[src/rtl/generational_entity_slot_table_top_defines.svh]
// Assertion macros used by the slot table top level.
`ifndef GENERATIONAL_ENTITY_SLOT_TABLE_TOP_DEFINES_SVH
`define GENERATIONAL_ENTITY_SLOT_TABLE_TOP_DEFINES_SVH

// Checked at every clock edge while reset is released.
`define GEST_ASSERT_RST(lbl, prop, msg) \
  lbl: assert property (@(posedge clk_i) disable iff (!rst_ni) prop) else $error(msg);

// Checked at every clock edge, reset included.
`define GEST_ASSERT_ANY(lbl, prop, msg) \
  lbl: assert property (@(posedge clk_i) prop) else $error(msg);

`endif

[src/rtl/gest_pkg.sv]
// Shared constants, codes, types and helpers of the generational slot table.
package gest_pkg;

  localparam int unsigned NUM_SLOTS_DEF = 1024;

  localparam int unsigned LANES       = 16;
  localparam int unsigned LANE_W      = 4;
  localparam int unsigned LIFE_W      = 2;
  localparam int unsigned LIFE_WORD_W = LANES * LIFE_W;
  localparam int unsigned GEN_W       = 32;
  localparam int unsigned MASK_W      = 64;
  localparam int unsigned OP_W        = 3;
  localparam int unsigned SLOT_W      = 11;
  localparam int unsigned STATUS_W    = 2;

  localparam logic [OP_W-1:0] OP_ADD    = 3'd0;
  localparam logic [OP_W-1:0] OP_REMOVE = 3'd1;
  localparam logic [OP_W-1:0] OP_CHECK  = 3'd2;
  localparam logic [OP_W-1:0] OP_COMMIT = 3'd3;
  localparam logic [OP_W-1:0] OP_QUERY  = 3'd4;

  localparam logic [STATUS_W-1:0] ST_OK      = 2'd0;
  localparam logic [STATUS_W-1:0] ST_FULL    = 2'd1;
  localparam logic [STATUS_W-1:0] ST_INVALID = 2'd2;
  localparam logic [STATUS_W-1:0] ST_NOMATCH = 2'd3;

  localparam logic [LIFE_W-1:0] LS_INACTIVE = 2'd0;
  localparam logic [LIFE_W-1:0] LS_PEND_ADD = 2'd1;
  localparam logic [LIFE_W-1:0] LS_ACTIVE   = 2'd2;
  localparam logic [LIFE_W-1:0] LS_PEND_REM = 2'd3;

  typedef struct packed {
    logic [LANES-1:0] free;
    logic [LANES-1:0] live;
  } lane_vec_t;

  function automatic logic [LANE_W-1:0] first_set(input logic [LANES-1:0] v);
    logic [LANE_W-1:0] r;
    r = '0;
    for (int i = LANES - 1; i >= 0; i--) begin
      if (v[i]) begin
        r = LANE_W'(i);
      end
    end
    return r;
  endfunction

endpackage

[src/rtl/gest_lane_unit.sv]
// Shared lane evaluator: classifies the sixteen life states of one table word.
module gest_lane_unit #(
  parameter int unsigned NUM_SLOTS = gest_pkg::NUM_SLOTS_DEF,
  localparam int unsigned WORDS = (NUM_SLOTS + gest_pkg::LANES - 1) / gest_pkg::LANES,
  localparam int unsigned WAW = (WORDS > 1) ? $clog2(WORDS) : 1
) (
  input  logic [gest_pkg::LIFE_WORD_W-1:0] life_word_i,
  input  logic [WAW-1:0]                   word_idx_i,
  input  logic [gest_pkg::LANE_W-1:0]      lo_lane_i,
  output gest_pkg::lane_vec_t              vec_o,
  output logic [gest_pkg::LIFE_WORD_W-1:0] commit_word_o
);
  import gest_pkg::*;

  always_comb begin
    logic [LIFE_W-1:0] lane_st;
    logic [31:0]       slot_idx;
    logic              in_range;
    vec_o         = '0;
    commit_word_o = life_word_i;
    for (int l = 0; l < LANES; l++) begin
      lane_st      = life_word_i[l*LIFE_W +: LIFE_W];
      slot_idx     = 32'({word_idx_i, LANE_W'(l)});
      in_range     = slot_idx < NUM_SLOTS;
      vec_o.free[l] = in_range && (lane_st == LS_INACTIVE);
      vec_o.live[l] = in_range && lane_st[1] && (LANE_W'(l) >= lo_lane_i);
      case (lane_st)
        LS_PEND_ADD: commit_word_o[l*LIFE_W +: LIFE_W] = LS_ACTIVE;
        LS_PEND_REM: commit_word_o[l*LIFE_W +: LIFE_W] = LS_INACTIVE;
        default:     commit_word_o[l*LIFE_W +: LIFE_W] = lane_st;
      endcase
    end
  end

endmodule

[config.mk]
export PLATFORM = sky130hd
export DESIGN_NAME = gest_lane_unit
export DESIGN_NICKNAME = d
export VERILOG_FILES = /design/src/rtl/generational_entity_slot_table_top_defines.svh /design/src/rtl/gest_pkg.sv /design/src/rtl/gest_lane_unit.sv
export SDC_FILE = /design/constraint.sdc
export NUM_CORES = 1
export LEC_CHECK = 0
export ABC_AREA = 1
export BUFFER_PORTS_ARGS = -buffer_cell sky130_fd_sc_hd__buf_2
export CAP_MARGIN = 20
export CORE_MARGIN = 2
export CORE_UTILIZATION = 39
export DETAILED_ROUTE_END_ITERATION = 12
export PLACE_DENSITY = 0.94
export SYNTH_ARGS = -nofsm -noshare
export SYNTH_HDL_FRONTEND = slang
export SYNTH_SLANG_ARGS = --single-unit
[constraint.sdc]
create_clock -name vclk -period 1.9
set_input_delay 0.475 -clock vclk [all_inputs]
set_output_delay 0.475 -clock vclk [all_outputs]
set_load 0.02 [all_outputs]
==> results.cfg <==
[run_status]
status = completed

[floorplan]
dieWidth_um = 54.0
pin_count = 106
initial_utilization = 0.401
row_count = 18
die_area_um2 = 2910
die_y_um = 54.0
core_area_um2 = 2430

[drt]
drtAntennaViolNets = 0
drt_iter0_drc = 9
drt_wl_total_um = 2470
vias = 1183
wl_per_cell_um = 9.25
drc = 0
vias_per_cell = 4.43
firstDrtPassIters = 3

[grt]
grt_max_degree = 8
grt_pass1_wl_um = 3540
antenna_found_initial = 0
gr-usage-all-layers = 0.154
grt_pass1_vias = 961
grt_remaining_overflow = 0

[sta]
clock.fmax_mhz = 604
min_period_ns = 1.66
fin_setup_tns_ns = 0
relSlewSlack = 0.874
hold_viol = 0
worstMarginPinSlew_ns = 0.189
final_max_slew_viol_count = 0
rsz0062_at_grt = false
setup_viol = 0
fin_crit_sh = 0.872

[yosys]
synth_area_leader_cell = ha_1
synth.avg_cell_area_um2 = 7.06
synthCells = 138
yosysSeqAreaShare = 0
netlist.area_leader.share = 0.616
syn-cell-area_um2 = 975
synth.most_common_cell = ha_1
synth_commonest_cells = ha_1 (48), inv_1 (37), nor2_1 (18), nor3_1 (16), nand2_1 (11)
synth.distinct_cells = 10
synth_warnings = 0
ys_top_cells_by_area = ha_1 (62%), inv_1 (14%), nor3_1 (8.2%)
synth_nets = 228

[worst_setup_path]
cp_common_cell = buf_2
path_delay_family = buffers and inverters
critPathMaxStageDelay_ns = 0.19
cp.required_ns = 1.42
crit_slowest_cell = nor3_1
end_kind = primary output
critPathMaxFanout = 3
crit_path_start_kind = primary input
crit_cells = 5
crit_chain = buf_2 > inv_1 > ha_1 > nor3_1 > buf_2
critPathBufInv = 3
critPathKind = primary input to primary output
arrival_ns = 1.18

[final_layout]
utilization = 0.619
regArea_um2 = 0
clock_buffers = 0
nFlopsAndLatches = 0
fillerInstances = 242
final_cells = 267
drive_gt1_frac = 0.435
finalNetCount = 329
multi_input_area_um2 = 828
area_growth_pct = 54.4
diodes = 0

[power_and_ir_drop]
p_sw_mw = 0.249
switching_share = 0.652
internal-power_mw = 0.133
vdd_ir_drop_max_uv = 166
p_comb_frac = 1.000
leakagePower_nw = 1.11
clockPowerShare = 0
power_density_nw_per_um2 = 254
p_seq_frac = 0

[job]
timing.max_cap.violations = 0

[clocking]
ctsResizeCount = 0
postCtsSetupBuffers = 0
holdBufCountCts = 0

[placed_design]
dp_hpwl_um = 2330
dp_cells = 267
portBuffers = 100
gp_congestion = 0.706

[worst_hold_path]
holdPathStages = 2
hold_class = primary input to primary output
[metal layers]
layer | share of wire | vias up | global-route usage | wire length (um)
li1 | - | 613 | - | -
met1 | 0.36 | 511 | 0.147 | 894
met2 | 0.55 | 59 | 0.360 | 1350
met3 | 0.090 | 0 | 0.00833 | 222
met4 | 0 | 0 | 0 | 0
met5 | 0 | - | 0 | 0
[stage by stage]
step	cell area [um2]	setup slack, ns	power [mW]	hold WS, ns
floorplan	975	0.230	0.248	1.03
global placement	1510	0.268	0.375	1.20
detailed placement	1510	0.236	0.387	1.20
CTS	1510	0.229	0.389	1.20
global route	1510	0.119	0.427	1.22
finish	1510	0.244	0.382	1.20
[cell families (layout without fill, tap and decap cells)]
family	count (synthesis)	after routing	synth area share
buf+inv	38	137	0.150
fa+ha+maj	48	48	0.616
compound gates	1	1	0.00513
simple gates	51	51	0.228
[power groups by stage]
| stage | Combinational (mW) | Clock [mW] | Sequential [mW] |
|---|---|---|---|
| CTS | 0.389 | 0 | 0 |
| floorplan | 0.248 | 0 | 0 |
| global route | 0.427 | 0 | 0 |
| finish | 0.382 | 0 | 0 |
| global placement | 0.375 | 0 | 0 |
| detailed placement | 0.387 | 0 | 0 |
[cell usage in the layout (no fill, tap or decap), drive strengths merged]
cell / netlist / final
a21oi: 1 / 1
buf: 1 / 100
ha: 48 / 48
inv: 37 / 37
nand2: 13 / 13
nand3: 3 / 3
nor2: 19 / 19
nor3: 16 / 16
[final cells by class]
cell class | count | share of cell area
well taps | 30 | 0.0249
repair buffers | 100 | 0.333
multi-input cells | 100 | 0.550
inverters | 37 | 0.0923
[final timing paths]
check	from	end	slack [ns]
worst max-delay path	life_word_i[3]	commit_word_o[2]	0.24
worst min-delay path	life_word_i[31]	vec_o[15]	1.20
(Power assumes the default switching activity.)
